$ cat config.mk
export PLATFORM = sky130hd
export DESIGN_NAME = base64_stream_encoder
export DESIGN_NICKNAME = d
export VERILOG_FILES = /design/src/sv/b64e_pkg.sv /design/src/sv/b64e_front.sv /design/src/sv/b64e_queue.sv /design/src/sv/b64e_back.sv /design/src/sv/base64_stream_encoder.sv
export SDC_FILE = /design/constraint.sdc
export NUM_CORES = 1
export LEC_CHECK = 0
export ABC_AREA = 1
export BUFFER_PORTS_ARGS = -buffer_cell sky130_fd_sc_hd__buf_2
export CAP_MARGIN = 20
export CORE_UTILIZATION = 45
export DETAILED_ROUTE_END_ITERATION = 8
export GPL_TIMING_DRIVEN = 0
export SKIP_CTS_REPAIR_TIMING = 1
export SYNTH_ARGS = -nofsm -noshare
export SYNTH_HDL_FRONTEND = slang
export SYNTH_HIERARCHICAL = 1
export SYNTH_SLANG_ARGS = --single-unit
export TNS_END_PERCENT = 1
$ cat constraint.sdc
create_clock -name i_clk -period 7.6 [get_ports i_clk]
set_input_delay 1.14 -clock i_clk [delete_from_list [all_inputs] [get_ports i_clk]]
set_output_delay 1.14 -clock i_clk [all_outputs]
set_load 0.01 [all_outputs]
$ cat src/sv/b64e_pkg.sv
// ----------------------------------------------------------------------------
// b64e_pkg
// Shared types, slot codes and character constants of the Base64 encoder.
// ----------------------------------------------------------------------------
package b64e_pkg;

    localparam int SLOT_BITS = 4;
    localparam int NUM_SLOTS = 9;

    typedef logic [SLOT_BITS-1:0] t_slot;
    typedef logic [NUM_SLOTS-1:0] t_mask;

    localparam t_slot SLOT_SYM0 = 4'd0;
    localparam t_slot SLOT_SYM1 = 4'd1;
    localparam t_slot SLOT_CR0  = 4'd2;
    localparam t_slot SLOT_LF0  = 4'd3;
    localparam t_slot SLOT_EQ0  = 4'd4;
    localparam t_slot SLOT_EQ1  = 4'd5;
    localparam t_slot SLOT_CR1  = 4'd6;
    localparam t_slot SLOT_LF1  = 4'd7;
    localparam t_slot SLOT_NUL  = 4'd8;

    localparam logic [1:0] REG_LINE_BREAK = 2'd0;
    localparam logic [1:0] REG_PAD        = 2'd1;
    localparam logic [1:0] REG_NUL_END    = 2'd2;

    localparam logic [7:0] CHAR_EQ  = 8'h3D;
    localparam logic [7:0] CHAR_CR  = 8'h0D;
    localparam logic [7:0] CHAR_LF  = 8'h0A;
    localparam logic [7:0] CHAR_NUL = 8'h00;

    typedef struct packed {
        logic [5:0] sym0;
        logic [5:0] sym1;
        t_mask      mask;
    } t_job;

    function automatic logic [7:0] b64_char(input logic [5:0] idx);
        logic [7:0] c;
        if (idx < 6'd26) begin
            c = 8'h41 + {2'b00, idx};
        end else if (idx < 6'd52) begin
            c = 8'h61 + {2'b00, idx} - 8'd26;
        end else if (idx < 6'd62) begin
            c = 8'h30 + {2'b00, idx} - 8'd52;
        end else if (idx == 6'd62) begin
            c = 8'h2B;
        end else begin
            c = 8'h2F;
        end
        return c;
    endfunction

endpackage

$ cat src/sv/b64e_front.sv
// ----------------------------------------------------------------------------
// b64e_front
// Accepts message bytes, tracks group phase, held bits and line count, and
// turns each transaction into a job of character slots for the back end.
// ----------------------------------------------------------------------------
module b64e_front #(
    parameter int LINE_CHARS = 64
) (
    input  logic              i_clk,
    input  logic              i_rst_n,
    input  logic              i_cfg_valid,
    input  logic [1:0]        i_cfg_index,
    input  logic [0:0]        i_cfg_data,
    input  logic              i_valid,
    output logic              o_ready,
    input  logic [7:0]        i_data_byte,
    input  logic              i_is_last,
    input  logic              i_no_data,
    input  logic              i_q_full,
    output logic              o_push,
    output b64e_pkg::t_job    o_job
);

    localparam logic [6:0] LineLimit = 7'(LINE_CHARS);

    logic       r_lbe, r_pad, r_nul;
    logic [1:0] r_phase, n_phase;
    logic [3:0] r_held, n_held;
    logic [6:0] r_lc, n_lc;

    logic       has_data, accept, mid_crlf, flush, eq1, eq2, end_crlf;
    logic [1:0] ph_d, ndsym, nend;
    logic [3:0] held_d;
    logic [5:0] dsym0, dsym1, fsym;
    logic [6:0] lc1, lc2, lc3;
    b64e_pkg::t_job job;

    function automatic logic [6:0] sat_add(input logic [6:0] a, input logic [1:0] b);
        logic [7:0] s;
        s = {1'b0, a} + {6'b0, b};
        return s[7] ? 7'h7F : s[6:0];
    endfunction

    always_comb begin
        has_data = !i_no_data;
        dsym0    = '0;
        dsym1    = '0;
        ndsym    = 2'd0;
        ph_d     = r_phase;
        held_d   = r_held;
        if (has_data) begin
            case (r_phase)
                2'd0: begin
                    dsym0  = i_data_byte[7:2];
                    held_d = {2'b00, i_data_byte[1:0]};
                    ph_d   = 2'd1;
                    ndsym  = 2'd1;
                end
                2'd1: begin
                    dsym0  = {r_held[1:0], i_data_byte[7:4]};
                    held_d = i_data_byte[3:0];
                    ph_d   = 2'd2;
                    ndsym  = 2'd1;
                end
                default: begin
                    dsym0  = {r_held, i_data_byte[7:6]};
                    dsym1  = i_data_byte[5:0];
                    held_d = 4'd0;
                    ph_d   = 2'd0;
                    ndsym  = 2'd2;
                end
            endcase
        end

        lc1      = r_lbe ? sat_add(r_lc, ndsym) : r_lc;
        mid_crlf = r_lbe && (ndsym == 2'd2) && (lc1 >= LineLimit);
        lc2      = mid_crlf ? 7'd0 : lc1;

        flush    = i_is_last && (ph_d != 2'd0);
        fsym     = (ph_d == 2'd1) ? {held_d[1:0], 4'b0000} : {held_d, 2'b00};
        eq1      = i_is_last && r_pad;
        eq2      = eq1 && (ph_d == 2'd1);
        nend     = {1'b0, flush} + {1'b0, eq1} + {1'b0, eq2};
        lc3      = r_lbe ? sat_add(lc2, nend) : lc2;
        end_crlf = i_is_last && r_lbe && (lc3 != 7'd0);

        job.sym0 = has_data ? dsym0 : fsym;
        job.sym1 = (ndsym == 2'd2) ? dsym1 : fsym;
        job.mask = '0;
        job.mask[b64e_pkg::SLOT_SYM0] = has_data || flush;
        job.mask[b64e_pkg::SLOT_SYM1] = (ndsym == 2'd2) || (has_data && flush);
        job.mask[b64e_pkg::SLOT_CR0]  = mid_crlf;
        job.mask[b64e_pkg::SLOT_LF0]  = mid_crlf;
        job.mask[b64e_pkg::SLOT_EQ0]  = eq1;
        job.mask[b64e_pkg::SLOT_EQ1]  = eq2;
        job.mask[b64e_pkg::SLOT_CR1]  = end_crlf;
        job.mask[b64e_pkg::SLOT_LF1]  = end_crlf;
        job.mask[b64e_pkg::SLOT_NUL]  = i_is_last && r_nul;

        n_phase = i_is_last ? 2'd0 : ph_d;
        n_held  = i_is_last ? 4'd0 : held_d;
        n_lc    = i_is_last ? 7'd0 : lc2;
    end

    assign o_ready = !i_q_full;
    assign accept  = i_valid && o_ready;
    assign o_push  = accept && (job.mask != '0);
    assign o_job   = job;

    always_ff @(posedge i_clk) begin
        if (!i_rst_n) begin
            r_lbe   <= 1'b0;
            r_pad   <= 1'b0;
            r_nul   <= 1'b0;
            r_phase <= 2'd0;
            r_held  <= 4'd0;
            r_lc    <= 7'd0;
        end else begin
            if (i_cfg_valid) begin
                case (i_cfg_index)
                    b64e_pkg::REG_LINE_BREAK: r_lbe <= i_cfg_data[0];
                    b64e_pkg::REG_PAD:        r_pad <= i_cfg_data[0];
                    b64e_pkg::REG_NUL_END:    r_nul <= i_cfg_data[0];
                    default: ;
                endcase
            end
            if (accept) begin
                r_phase <= n_phase;
                r_held  <= n_held;
                r_lc    <= n_lc;
            end
        end
    end

endmodule

$ cat src/sv/b64e_queue.sv
// ----------------------------------------------------------------------------
// b64e_queue
// Two-entry job queue between the front end and the character sequencer.
// ----------------------------------------------------------------------------
module b64e_queue (
    input  logic           i_clk,
    input  logic           i_rst_n,
    input  logic           i_push,
    input  b64e_pkg::t_job i_job,
    input  logic           i_pop,
    output logic           o_full,
    output logic           o_nonempty,
    output b64e_pkg::t_job o_head
);

    b64e_pkg::t_job r_mem [2];
    logic           r_wr, r_rd;
    logic [1:0]     r_cnt;

    assign o_full     = (r_cnt == 2'd2);
    assign o_nonempty = (r_cnt != 2'd0);
    assign o_head     = r_mem[r_rd];

    always_ff @(posedge i_clk) begin
        if (i_push) begin
            r_mem[r_wr] <= i_job;
        end
    end

    always_ff @(posedge i_clk) begin
        if (!i_rst_n) begin
            r_wr  <= 1'b0;
            r_rd  <= 1'b0;
            r_cnt <= 2'd0;
        end else begin
            if (i_push) begin
                r_wr <= !r_wr;
            end
            if (i_pop) begin
                r_rd <= !r_rd;
            end
            r_cnt <= r_cnt + {1'b0, i_push} - {1'b0, i_pop};
        end
    end

endmodule

$ cat src/sv/b64e_back.sv
// ----------------------------------------------------------------------------
// b64e_back
// Character sequencer: walks the enabled slots of each job, one character
// per cycle while the output is not stalled, into a registered output stage.
// ----------------------------------------------------------------------------
module b64e_back (
    input  logic           i_clk,
    input  logic           i_rst_n,
    input  logic           i_q_nonempty,
    input  b64e_pkg::t_job i_q_head,
    output logic           o_pop,
    output logic           o_valid,
    input  logic           i_ready,
    output logic [7:0]     o_out_char,
    output logic           o_last_out
);

    logic                r_busy, r_ov, r_last;
    logic [7:0]          r_char;
    b64e_pkg::t_job      r_job, n_job;

    logic                cur_valid, fire;
    b64e_pkg::t_job      cur_job;
    b64e_pkg::t_mask     low_bit, rem;
    b64e_pkg::t_slot     sel;
    logic [7:0]          ch;

    always_comb begin
        cur_valid = r_busy || i_q_nonempty;
        cur_job   = r_busy ? r_job : i_q_head;
        sel       = '0;
        for (int i = b64e_pkg::NUM_SLOTS - 1; i >= 0; i--) begin
            if (cur_job.mask[i]) begin
                sel = b64e_pkg::t_slot'(i);
            end
        end
        low_bit = b64e_pkg::t_mask'(1) << sel;
        rem     = cur_job.mask & ~low_bit;
        n_job      = cur_job;
        n_job.mask = rem;
        case (sel)
            b64e_pkg::SLOT_SYM0: ch = b64e_pkg::b64_char(cur_job.sym0);
            b64e_pkg::SLOT_SYM1: ch = b64e_pkg::b64_char(cur_job.sym1);
            b64e_pkg::SLOT_CR0:  ch = b64e_pkg::CHAR_CR;
            b64e_pkg::SLOT_LF0:  ch = b64e_pkg::CHAR_LF;
            b64e_pkg::SLOT_EQ0:  ch = b64e_pkg::CHAR_EQ;
            b64e_pkg::SLOT_EQ1:  ch = b64e_pkg::CHAR_EQ;
            b64e_pkg::SLOT_CR1:  ch = b64e_pkg::CHAR_CR;
            b64e_pkg::SLOT_LF1:  ch = b64e_pkg::CHAR_LF;
            b64e_pkg::SLOT_NUL:  ch = b64e_pkg::CHAR_NUL;
            default:             ch = b64e_pkg::CHAR_NUL;
        endcase
    end

    assign fire       = cur_valid && (!r_ov || i_ready);
    assign o_pop      = fire && !r_busy;
    assign o_valid    = r_ov;
    assign o_out_char = r_char;
    assign o_last_out = r_last;

    always_ff @(posedge i_clk) begin
        if (fire) begin
            r_char <= ch;
            r_last <= (rem == '0);
            r_job  <= n_job;
        end
    end

    always_ff @(posedge i_clk) begin
        if (!i_rst_n) begin
            r_busy <= 1'b0;
            r_ov   <= 1'b0;
        end else begin
            if (fire) begin
                r_busy <= (rem != '0);
                r_ov   <= 1'b1;
            end else if (i_ready) begin
                r_ov   <= 1'b0;
            end
        end
    end

endmodule

$ cat src/sv/base64_stream_encoder.sv
// ----------------------------------------------------------------------------
// base64_stream_encoder
// Streaming Base64 encoder with optional CR LF line breaks, '=' terminator
// and padding, and a closing NUL.
//
//   channel   handshake                  payload
//   input     i_valid / o_ready          i_data_byte, i_is_last, i_no_data
//   output    o_valid / i_ready          o_out_char, o_last_out
//   config    i_cfg_valid / o_cfg_ready  i_cfg_index, i_cfg_data
//
// A byte is taken every cycle while the two-entry job queue has room; each
// transaction yields 0 to 8 characters. The output port moves one character
// per cycle while i_ready is high, so it sets the rate. Reset is synchronous
// and clears all control and encoder state. An output stall backs up through
// the queue to o_ready.
// ----------------------------------------------------------------------------
module base64_stream_encoder #(
    parameter int LINE_CHARS = 64
) (
    input  logic       i_clk,
    input  logic       i_rst_n,
    input  logic       i_cfg_valid,
    output logic       o_cfg_ready,
    input  logic [1:0] i_cfg_index,
    input  logic [0:0] i_cfg_data,
    input  logic       i_valid,
    output logic       o_ready,
    input  logic [7:0] i_data_byte,
    input  logic       i_is_last,
    input  logic       i_no_data,
    output logic       o_valid,
    input  logic       i_ready,
    output logic [7:0] o_out_char,
    output logic       o_last_out
);

    logic           push, pop, q_full, q_nonempty;
    b64e_pkg::t_job job, head;

    assign o_cfg_ready = 1'b1;

    b64e_front #(
        .LINE_CHARS (LINE_CHARS)
    ) u_front (
        .i_clk       (i_clk),
        .i_rst_n     (i_rst_n),
        .i_cfg_valid (i_cfg_valid),
        .i_cfg_index (i_cfg_index),
        .i_cfg_data  (i_cfg_data),
        .i_valid     (i_valid),
        .o_ready     (o_ready),
        .i_data_byte (i_data_byte),
        .i_is_last   (i_is_last),
        .i_no_data   (i_no_data),
        .i_q_full    (q_full),
        .o_push      (push),
        .o_job       (job)
    );

    b64e_queue u_queue (
        .i_clk      (i_clk),
        .i_rst_n    (i_rst_n),
        .i_push     (push),
        .i_job      (job),
        .i_pop      (pop),
        .o_full     (q_full),
        .o_nonempty (q_nonempty),
        .o_head     (head)
    );

    b64e_back u_back (
        .i_clk        (i_clk),
        .i_rst_n      (i_rst_n),
        .i_q_nonempty (q_nonempty),
        .i_q_head     (head),
        .o_pop        (pop),
        .o_valid      (o_valid),
        .i_ready      (i_ready),
        .o_out_char   (o_out_char),
        .o_last_out   (o_last_out)
    );

endmodule

==> impl_metrics.json, run 1 <==
{
  "start_kind": "input port",
  "min_to": "u_front/r_nul$_SDFFE_PN0P_",
  "clock-root-buffer": "clkbuf_16",
  "final.setup.worst_slack_ns": 2.02,
  "r2r_slack_ns": 2.48,
  "syn_nets": 712,
  "avgSynthCellArea_um2": 8.75,
  "layout_commonest_cell": "nand2_1",
  "drv_slew": 0,
  "fp.dieH_um": 117,
  "status": "complete, no violations",
  "cp_top_family": "adder cells",
  "gp_routability_congestion": 0.862,
  "core-area_mm2": 0.0127,
  "cellLeakagePower_nw": 2.89,
  "via_per_inst": 4.91,
  "hold_viol_final": 0,
  "num_rows": 41,
  "relSlewSlack_pct": 36.7,
  "crit_buf_inv": 5,
  "timing.fmax_mhz": 179,
  "synth_area_mm2": 0.00591,
  "drive_above_1_share_pct": 22.0,
  "grt_pass1_wl_um": 19900,
  "reg2reg_to": "u_queue/r_mem[1][14]$_DFFE_PP_",
  "path_common_cell": "nand2_1",
  "worst_slew_pin_slew_ns": 0.947,
  "dp_slack_ns": 1.61,
  "end_kind": "flip-flop",
  "gr-total-overflow": 0,
  "ys_warn_count": 6,
  "grt_usage_pct": 19.0,
  "critPathSlowestCell": "inv_1",
  "drc": 0,
  "finalPower_mw": 2.66,
  "dp_hpwl_um": 8980,
  "htree_levels": 3,
  "syn_inst": 675,
  "fin_setup_tns_ns": 0,
  "synth.yosys.seq_area_share_pct": 44.4,
  "power_per_cell_area_mw_per_mm2": 400,
  "clkSinkCount": 95,
  "drv_cap": 0,
  "ir_worst_vdd_mv": 0.139,
  "critPathRequiredTime_ns": 7.57,
  "drtAntennaViolNets": 0,
  "n_antenna_cell": 0,
  "ctsLongestPathBuffers": 2,
  "routedWlPerCell_um": 13.1,
  "tritoncts": "done",
  "reg2reg_from": "u_front/r_phase[1]$_SDFFE_PN0P_",
  "fp.dieW_um": 117,
  "fin_skew_ns": 0.00686,
  "fin_crit_sh_pct": 73.4,
  "ys_async_sr_fraction_pct": 0,
  "start_util_pct": 46.4,
  "worstHoldPathCells": 2,
  "setup_violations": 0,
  "grt_pass1_vias": 4240,
  "portBuffers": 27,
  "crit_path_max_fanout": 21,
  "ys_ff_latch": 95,
  "reg2reg_depth": 27,
  "final_cell_mix": "nand2_1 (177), inv_1 (80), edfxtp_1 (72)",
  "first_pass_iters": 4,
  "synth-main-ff-cell": "edfxtp_1",
  "min-delay-start": "u_front/r_nul$_SDFFE_PN0P_",
  "arrival_ns": 5.55,
  "syn_to_final_growth_pct": 12.7,
  "clkLatencyLatePin_ns": 0.35,
  "vias": 4377,
  "grt_max_degree": 34,
  "dp_cells": 875,
  "cpPeakStageDelay_ns": 0.61,
  "die_area_mm2": 0.0136,
  "pin_count": 30,
  "period_minus_slack_ns": 5.58,
  "rsz0062_at_grt": "no",
  "wl_um": 11700,
  "final_cells": 891,
  "drt_iter0_markers": 194,
  "hold_path_class": "reg -> reg",
  "criticalPathCategory": "in -> reg",
  "synth_edf_count": 72,
  "clk_pin_slew_ns": 0.07,
  "nets": 751,
  "cts_made_buffers": 9,
  "antenna_found_initial": 0,
  "ys_types": 50
}
==> cell families (layout without fill, tap and decap cells) <==
kind of cell               count (synthesis)  count (layout)  synth area share (%)
and+or+nand+nor                          313             313                  24.5
buffers and inverters                    113             157                  8.73
AOI/OAI and AO/OA                         98              98                  10.4
DFF                                       95              95                  44.4
muxes                                     24              24                  5.78
adders and majority gates                 19              19                  4.41
xor gates and xnor gates                  11              11                  1.63
other                                      2               2                 0.127
==> worst min-delay path: stages, from the launching register on <==
cell,delay [ns]
dfxtp_1,0.32
inv_1,0.05
a21oi_1,0.05
==> report_power, final <==
| group | switching [mW] | leakage (nW) | internal [mW] |
|---|---|---|---|
| Combinational | 0.850 | 1.83 | 0.485 |
| Clock | 0.191 | 0.178 | 0.336 |
| Sequential | 0.0366 | 0.885 | 0.760 |
==> layout make-up <==
cell class | instances | area [µm²]
Multi-Input combinational cell | 467 | 2780
Buffer | 21 | 168
Inverter | 92 | 348
Tap cell | 172 | 215
Sequential cell | 95 | 2620
Clock inverter | 3 | 68.8
Timing Repair Buffer | 28 | 163
Fill cell | 1246 | 6070
Clock buffer | 13 | 292
==> metrics by stage <==
stage	utilization, %	hold WS (ns)	cell area, µm²
floorplan	-	0.423	5910
detailed placement	49.5	0.452	6290
finish	52.3	0.459	6650
global placement	49.2	0.446	6260
CTS	52.3	0.468	6650
global route	52.3	0.495	6650
==> how the worst max path moves through the flow <==
stage | startpoint | to | depth (start not counted)
global route | i_no_data | u_queue/r_mem[1][18]$_DFFE_PP_ | 27
finish | i_no_data | u_queue/r_mem[1][14]$_DFFE_PP_ | 27
floorplan | i_no_data | u_queue/r_mem[0][0]$_DFFE_PP_ | 27
CTS | i_no_data | u_queue/r_mem[1][14]$_DFFE_PP_ | 27
global placement | i_no_data | u_queue/r_mem[0][19]$_DFFE_PP_ | 27
detailed placement | i_no_data | u_queue/r_mem[1][15]$_DFFE_PP_ | 27
==> state kept, by name, indices dropped and copies added (netlist names), named ones only <==
register and flops:
u_queue/r_mem 42, u_back/r_job 21, u_back/o_out_char 8, u_front/r_lc 7
u_front/r_held 4, u_front/r_phase 2, u_queue/r_cnt 2, u_back/o_last_out 1
u_back/o_valid 1, u_back/r_busy 1, u_front/r_lbe 1, u_front/r_nul 1
u_front/r_pad 1, u_queue/r_rd 1, u_queue/r_wr 1
==> Yosys cell counts (3+ instances only) <==
| cell | n | area [µm²] |
|---|---|---|
| nand2_1 | 177 | 664 |
| inv_1 | 80 | 300 |
| edfxtp_1 | 72 | 2160 |
| nor2_1 | 45 | 169 |
| a21oi_1 | 34 | 170 |
| nand3_1 | 31 | 155 |
| dfxtp_1 | 23 | 460 |
| o21ai_0 | 22 | 110 |
| nand2_2 | 21 | 131 |
| mux2_4 | 20 | 300 |
| ha_1 | 16 | 200 |
| inv_2 | 11 | 41.3 |
| o21ai_2 | 11 | 96.3 |
| xor2_1 | 11 | 96.3 |
| buf_4 | 8 | 60.1 |
| nor2_4 | 8 | 90.1 |
| nor2_2 | 7 | 43.8 |
| buf_6 | 6 | 67.6 |
| o211ai_1 | 5 | 37.5 |
| o21ai_1 | 5 | 25.0 |
| a21oi_2 | 4 | 35.0 |
| a32oi_1 | 4 | 35.0 |
| clkbuf_1 | 4 | 15.0 |
| nand2_4 | 4 | 45.0 |
| nand4_1 | 4 | 25.0 |
| nor3_1 | 4 | 20.0 |
| fa_1 | 3 | 60.1 |
| mux2i_1 | 3 | 30.0 |
| nand3_2 | 3 | 30.0 |
| or2_1 | 3 | 18.8 |
==> layer usage <==
| metal | vias up | GRT usage, % | share of wire [%] |
|---|---|---|---|
| met5 | - | 0 | 0 |
| met2 | 79 | 32.5 | 48 |
| met4 | 0 | 6.41 | 0.97 |
| met1 | 1989 | 24.5 | 48 |
| li1 | 2302 | - | - |
| met3 | 7 | 2.80 | 3.1 |
Power figures use the tool's default switching activity.
==> inputs of run 2 (changes only) <==
--- a/config.mk
+++ b/config.mk
@@ -5,7 +5,7 @@
 export SDC_FILE = /design/constraint.sdc
 export NUM_CORES = 1
 export LEC_CHECK = 0
-export ABC_AREA = 1
+export ABC_AREA = 0
 export BUFFER_PORTS_ARGS = -buffer_cell sky130_fd_sc_hd__buf_2
 export CAP_MARGIN = 20
 export CORE_UTILIZATION = 45
==> constraint.sdc (replaced) <==
create_clock -name i_clk -period 4.8 [get_ports i_clk]
set_input_delay 0.72 -clock i_clk [delete_from_list [all_inputs] [get_ports i_clk]]
set_output_delay 0.72 -clock i_clk [all_outputs]
set_load 0.01 [all_outputs]
==> impl_metrics.json, run 2 <==
{
  "status": "complete, no violations",
  "clock-root-buffer": "clkbuf_16",
  "ys_warn_count": 6,
  "antenna_found_initial": 0,
  "yosysMostFrequentCell": "edfxtp_1",
  "reg2reg_depth": 21,
  "final_core_util_pct": 53.2,
  "r2r_slack_ns": 0.17,
  "fp.dieW_um": 120,
  "arrival_ns": 4.67,
  "regMostFlops": "u_queue/r_mem",
  "wl_um": 14800,
  "end_kind": "flip-flop",
  "period_minus_slack_ns": 4.66,
  "gp_routability_congestion": 0.911,
  "drtAntennaViolNets": 0,
  "cellLeakagePower_nw": 2.68,
  "synth_top_cell_area_share_pct": 34.6,
  "dp_hpwl_um": 11000,
  "synth_fa_ha_area_share_pct": 4.33,
  "reg2reg_to": "u_queue/r_mem[0][2]$_DFFE_PP_",
  "clkSinkCount": 95,
  "cts_made_buffers": 9,
  "drive_above_1_share_pct": 22.8,
  "fp.dieH_um": 120,
  "n_antenna_cell": 0,
  "vias": 4883,
  "avgSynthCellArea_um2": 10.3,
  "setup_violations": 0,
  "synth_top_family_by_area": "compound AO/OA/AOI/OAI gates",
  "grt_pass1_vias": 4700,
  "relSlewSlack_pct": 35.8,
  "drv_cap": 0,
  "first_pass_iters": 5,
  "ys_ff_latch": 95,
  "hold_viol_final": 0,
  "portBuffers": 26,
  "drv_slew": 0,
  "core-area_mm2": 0.0134,
  "p_seq_share_pct": 32.6,
  "critPathCapture": "u_queue/r_mem[0][2]$_DFFE_PP_",
  "regArea_mm2": 0.00262,
  "num_rows": 42,
  "pin_count": 30,
  "p_sw_share_pct": 40.9,
  "clk_pin_slew_ns": 0.07,
  "syn_inst": 603,
  "grt_max_degree": 23,
  "drt_iter0_markers": 364,
  "ys_async_sr_fraction_pct": 0,
  "timing.fmax_mhz": 215,
  "cp_top_family": "adder cells",
  "yosys-top-cells-area": "edfxtp_1 (35%), dfxtp_1 (7.4%), mux2_4 (4.8%), mux2i_1 (3.8%), nor2b_1 (3.3%)",
  "synthMuxAreaShare_pct": 10.8,
  "syn_nets": 640,
  "die_area_mm2": 0.0143,
  "via_per_inst": 5.86,
  "rsz0062_at_grt": "yes",
  "layout_commonest_cell": "edfxtp_1",
  "final_cell_mix": "edfxtp_1 (72), nor2_1 (46), buf_2 (37), a21oi_1 (37), nand2_1 (33)",
  "p_int_mw": 2.34,
  "cpPeakStageDelay_ns": 0.51,
  "fin_crit_sh_pct": 97.0,
  "ir_worst_vdd_mv": 0.210,
  "ys_types": 84,
  "synth_top_cell_by_area": "edfxtp_1",
  "criticalPathCategory": "in -> reg",
  "routedWlPerCell_um": 17.8,
  "start_kind": "input port",
  "grt_usage_pct": 21.1,
  "p_clk_share_pct": 17.5,
  "drc": 0,
  "critPathRequiredTime_ns": 4.81,
  "synth_area_mm2": 0.00624,
  "grt_pass1_wl_um": 23700,
  "fin_skew_ns": 0.00688,
  "critPathSlowestCell": "fa_1",
  "crit_buf_inv": 5,
  "synth-main-ff-cell": "edfxtp_1",
  "yosys.area_share.simple_pct": 16.6,
  "crit_start": "i_no_data",
  "final.setup.worst_slack_ns": 0.144,
  "crit_chain": "buf_8, nor2_4, ha_4, fa_2, buf_6, inv_4, a211oi_2, a211o_1, inv_4, a211oi_4, fa_1, ha_2, inv_2, fa_2, nand2b_4, a41oi_2, nand4b_1, mux2i_1, nor4b_2, a31oi_2, nor2b_4",
  "hold_path_class": "reg -> reg",
  "p_sw_mw": 1.62,
  "synth_xor_area_share_pct": 1.06,
  "largest_reg_flops": 42,
  "fillers": 1211,
  "multi_input_area_mm2": 0.00340,
  "synth.yosys.seq_area_share_pct": 42.0,
  "htree_levels": 3,
  "power_per_cell_area_mw_per_mm2": 554,
  "worst_slew_pin_slew_ns": 0.960,
  "yosys-top-cells-count": "edfxtp_1 (72), nor2_1 (47), a21oi_1 (37), nand2_1 (33), nor2b_1 (33)",
  "nets": 689,
  "power_frac_comb_pct": 49.9,
  "clkLatencyLatePin_ns": 0.34,
  "dp_slack_ns": -0.825,
  "gr-total-overflow": 0,
  "synth-compound-area-share_pct": 19.8,
  "syn_to_final_growth_pct": 14.3,
  "synth_edf_count": 72,
  "ctsLongestPathBuffers": 2,
  "reg2reg_from": "u_front/r_phase[1]$_SDFFE_PN0P_",
  "crit_cells": 21,
  "crit_path_max_fanout": 11,
  "tritoncts": "done",
  "start_util_pct": 46.6
}
==> run 2: layer usage <==
| layer | vias up | global-route usage, % | part of all wire, % |
|---|---|---|---|
| li1 | 2382 | - | - |
| met1 | 2321 | 27.1 | 45 |
| met2 | 159 | 35.8 | 48 |
| met3 | 21 | 3.61 | 5.4 |
| met4 | 0 | 7.27 | 1.7 |
| met5 | - | 0 | 0 |
==> run 2: power by group through the flow <==
stage / logic [mW] / registers, mW / clock network [mW]
finish: 1.97 / 1.29 / 0.691
global route: 2.14 / 1.32 / 0.736
CTS: 1.94 / 1.29 / 0.708
detailed placement: 1.93 / 1.31 / 0
global placement: 1.88 / 1.31 / 0
floorplan: 1.40 / 1.29 / 0
==> run 2: through the flow <==
stage / power [mW] / setup TNS, ns / std cells / instance area (µm²) / hold WS, ns
floorplan: 2.69 / -2.70 / 603 / 6320 / 0.474
global placement: 3.19 / -30.99 / 805 / 6670 / 0.506
detailed placement: 3.23 / -35.16 / 806 / 6700 / 0.524
CTS: 3.93 / -31.93 / 822 / 6980 / 0.539
global route: 4.19 / -2.88 / 833 / 7130 / 0.567
finish: 3.95 / 0 / 833 / 7130 / 0.538
==> run 2: cell families after synthesis <==
group           count (synthesis)
simple gates                  193
compound gates                170
flops                          95
buf+inv                        62
mux                            55
fa+ha+maj                      20
xor+xnor                        6
other cells                     2
==> run 2: cell type report <==
class	instances	area share (%)
tap	176	3.09
clock inverter	7	0.859
timing repair buffer	37	3.44
multi-input combinational	447	47.6
sequential	95	36.8
clock buffer	9	3.16
inverter	25	1.39
buffer	37	3.67
==> run 2: worst reg2reg max path: stages, from the launching register on <==
cell and delay, ns:
dfxtp_2 0.35, buf_6 0.11, nor2_4 0.05, ha_4 0.17, fa_2 0.33, buf_6 0.14
inv_4 0.06, a211oi_2 0.03, a211o_1 0.35, inv_4 0.12, a211oi_4 0.05, fa_1 0.51
ha_2 0.18, inv_2 0.04, fa_2 0.32, nand2b_4 0.16, a41oi_2 0.15, nand4b_1 0.13
mux2i_1 0.21, nor4b_2 0.09, a31oi_2 0.33, nor2b_4 0.42
==> run 2: worst min path at each step <==
stage | start | to | cells after the start
2_1_floorplan | u_front/r_pad$_SDFFE_PN0P_ | u_front/r_pad$_SDFFE_PN0P_ | 2
3_3_place_gp | u_front/r_pad$_SDFFE_PN0P_ | u_front/r_pad$_SDFFE_PN0P_ | 2
3_5_place_dp | u_front/r_nul$_SDFFE_PN0P_ | u_front/r_nul$_SDFFE_PN0P_ | 2
4_1_cts | u_front/r_pad$_SDFFE_PN0P_ | u_front/r_pad$_SDFFE_PN0P_ | 2
5_1_grt | u_front/r_nul$_SDFFE_PN0P_ | u_front/r_nul$_SDFFE_PN0P_ | 2
6_report | u_front/r_pad$_SDFFE_PN0P_ | u_front/r_pad$_SDFFE_PN0P_ | 2
==> inputs of run 3 (changes only) <==
--- a/config.mk
+++ b/config.mk
@@ -11,7 +11,9 @@
 export CORE_UTILIZATION = 45
 export DETAILED_ROUTE_END_ITERATION = 8
 export GPL_TIMING_DRIVEN = 0
+export PLACE_DENSITY_LB_ADDON = 0.15
 export SKIP_CTS_REPAIR_TIMING = 1
+export SLEW_MARGIN = 0
 export SYNTH_ARGS = -nofsm -noshare
 export SYNTH_HDL_FRONTEND = slang
 export SYNTH_HIERARCHICAL = 1
==> impl_metrics.json, run 3 (synthesized netlist as in run 2, its figures left out) <==
{
  "busiest_layer": "met2",
  "routedWlPerCell_um": 17.6,
  "regMostFlops": "u_queue/r_mem",
  "crit_chain": "buf_12, nor2b_1, buf_6, ha_4, a21o_1, a211oi_2, a211o_1, inv_4, a211oi_4, fa_1, ha_2, inv_2, fa_2, nand2b_4, a41oi_2, nand4b_1, mux2i_1, nor4b_2, buf_4, a31oi_4, nor2b_4, buf_12",
  "layout_commonest_cell": "edfxtp_1",
  "wl_um": 14600,
  "ctsLongestPathBuffers": 2,
  "pin_count": 30,
  "reg2reg_depth": 23,
  "stdcell_area_mm2": 0.00714,
  "end_kind": "flip-flop",
  "reg2reg_to": "u_queue/r_mem[0][18]$_DFFE_PP_",
  "r2r_slack_ns": 0.14,
  "clk_pin_slew_ns": 0.07,
  "dp_cells": 806,
  "ir_worst_vdd_mv": 0.229,
  "largest_reg_flops": 42,
  "clkSinkCount": 95,
  "drtAntennaViolNets": 0,
  "reg2reg_from": "u_front/r_phase[1]$_SDFFE_PN0P_",
  "criticalPathCategory": "in -> reg",
  "fin_skew_ns": 0.00347,
  "drt_iter0_markers": 432,
  "htree_levels": 3,
  "start_kind": "input port",
  "fin_crit_sh_pct": 97.4,
  "use_met1_pct": 27.5,
  "fp.dieH_um": 120,
  "core-area_mm2": 0.0134,
  "crit_path_max_fanout": 11,
  "portBuffers": 26,
  "drc": 0,
  "min-delay-start": "u_front/r_pad$_SDFFE_PN0P_",
  "final_cells": 832,
  "status": "complete, no violations",
  "hold_path_class": "reg -> reg",
  "crit_start": "i_no_data",
  "gp_routability_congestion": 0.927,
  "tritoncts": "done",
  "grt_usage_pct": 21.0,
  "critPathRequiredTime_ns": 4.87,
  "rsz0062_at_grt": "yes",
  "cts_made_buffers": 9,
  "grt_util_met3_pct": 4.13,
  "syn_to_final_growth_pct": 14.4,
  "power_per_cell_area_mw_per_mm2": 552,
  "drv_cap": 0,
  "dp_slack_ns": -0.790,
  "period_minus_slack_ns": 4.68,
  "grt_pass1_vias": 4629,
  "die_area_mm2": 0.0143,
  "start_util_pct": 46.6,
  "fp.dieW_um": 120,
  "final_cell_mix": "edfxtp_1 (72), nor2_1 (46), buf_2 (37), a21oi_1 (37), nand2_1 (33)",
  "n_antenna_cell": 0,
  "placed_area_mm2": 0.00670,
  "path_common_cell": "buf_12",
  "grt_pass1_wl_um": 23500,
  "clkLatencyLatePin_ns": 0.35,
  "clock-root-buffer": "clkbuf_16",
  "vias": 4948,
  "critPathCapture": "u_queue/r_mem[0][18]$_DFFE_PP_",
  "relSlewSlack_pct": 36.4,
  "drive_above_1_share_pct": 22.6,
  "nets": 688,
  "timing.fmax_mhz": 214,
  "setup_violations": 0,
  "hold_viol_final": 0,
  "finalPower_mw": 3.94,
  "antenna_found_initial": 0,
  "gr-total-overflow": 0,
  "use_met2_pct": 33.9,
  "cpPeakStageDelay_ns": 0.52,
  "cellLeakagePower_nw": 2.68,
  "via_per_inst": 5.95,
  "grt_max_degree": 23,
  "arrival_ns": 4.74,
  "dp_hpwl_um": 10900,
  "first_pass_iters": 4,
  "num_rows": 42,
  "drv_slew": 0,
  "final.setup.worst_slack_ns": 0.124,
  "critPathSlowestCell": "fa_1",
  "whs_ns": 0.528,
  "worst_slew_pin_slew_ns": 0.951
}
run 3: changes by cell type in the layout (fill, tap and decap cells not counted), sizes merged:
cell / before / now
clkinv: 1 / 3
clkinvlp: 2 / 1
and2: 12 / 13
buf: 67 / 65
inv: 29 / 28
run 3: cell type report:
type                    count  area, µm²
well taps                 176        220
clock inverters             7       55.1
inverters                  25       98.8
plain buffers              37        267
flip-flops and latches     95       2620
clock buffers               9        225
repair buffers             35        243
fillers                  1192       6260
multi-input cells         448       3410
run 3: layer usage:
metal	wire, µm	up-vias
li1	-	2365
met2	6870	175
met3	855	31
met1	6490	2377
met4	393	0
met5	0	-
run 3: worst min path at each step:
stage | slack, ns | depth (start not counted) | to
3_5_place_dp | 0.52 | 2 | u_front/r_pad$_SDFFE_PN0P_
5_1_grt | 0.57 | 2 | u_front/r_pad$_SDFFE_PN0P_
2_1_floorplan | 0.47 | 2 | u_front/r_pad$_SDFFE_PN0P_
4_1_cts | 0.54 | 2 | u_front/r_pad$_SDFFE_PN0P_
3_3_place_gp | 0.51 | 2 | u_front/r_pad$_SDFFE_PN0P_
6_report | 0.53 | 2 | u_front/r_pad$_SDFFE_PN0P_
run 3: metrics by stage:
stage | TNS [ns] | utilization, %
after floorplan | -2.70 | -
after global placement | -30.53 | 49.8
after detailed placement | -33.33 | 50.0
after CTS | -30.77 | 52.1
after global routing | -0.376 | 53.3
final | 0 | 53.3
run 3: worst max-delay path, delay by kind of cell:
kind	cells	cell delay (ns)
adder cells (fa/ha/maj)	4	1.31
AO/OA/AOI/OAI	6	1.14
buffers and inverters	6	0.70
AND/OR/NAND/NOR	5	0.64
multiplexers	1	0.23
run 3: power breakdown:
group | switching (mW) | internal (mW) | total (mW)
Sequential | 0.122 | 1.17 | 1.29
Combinational | 1.15 | 0.816 | 1.97
Clock | 0.326 | 0.358 | 0.683
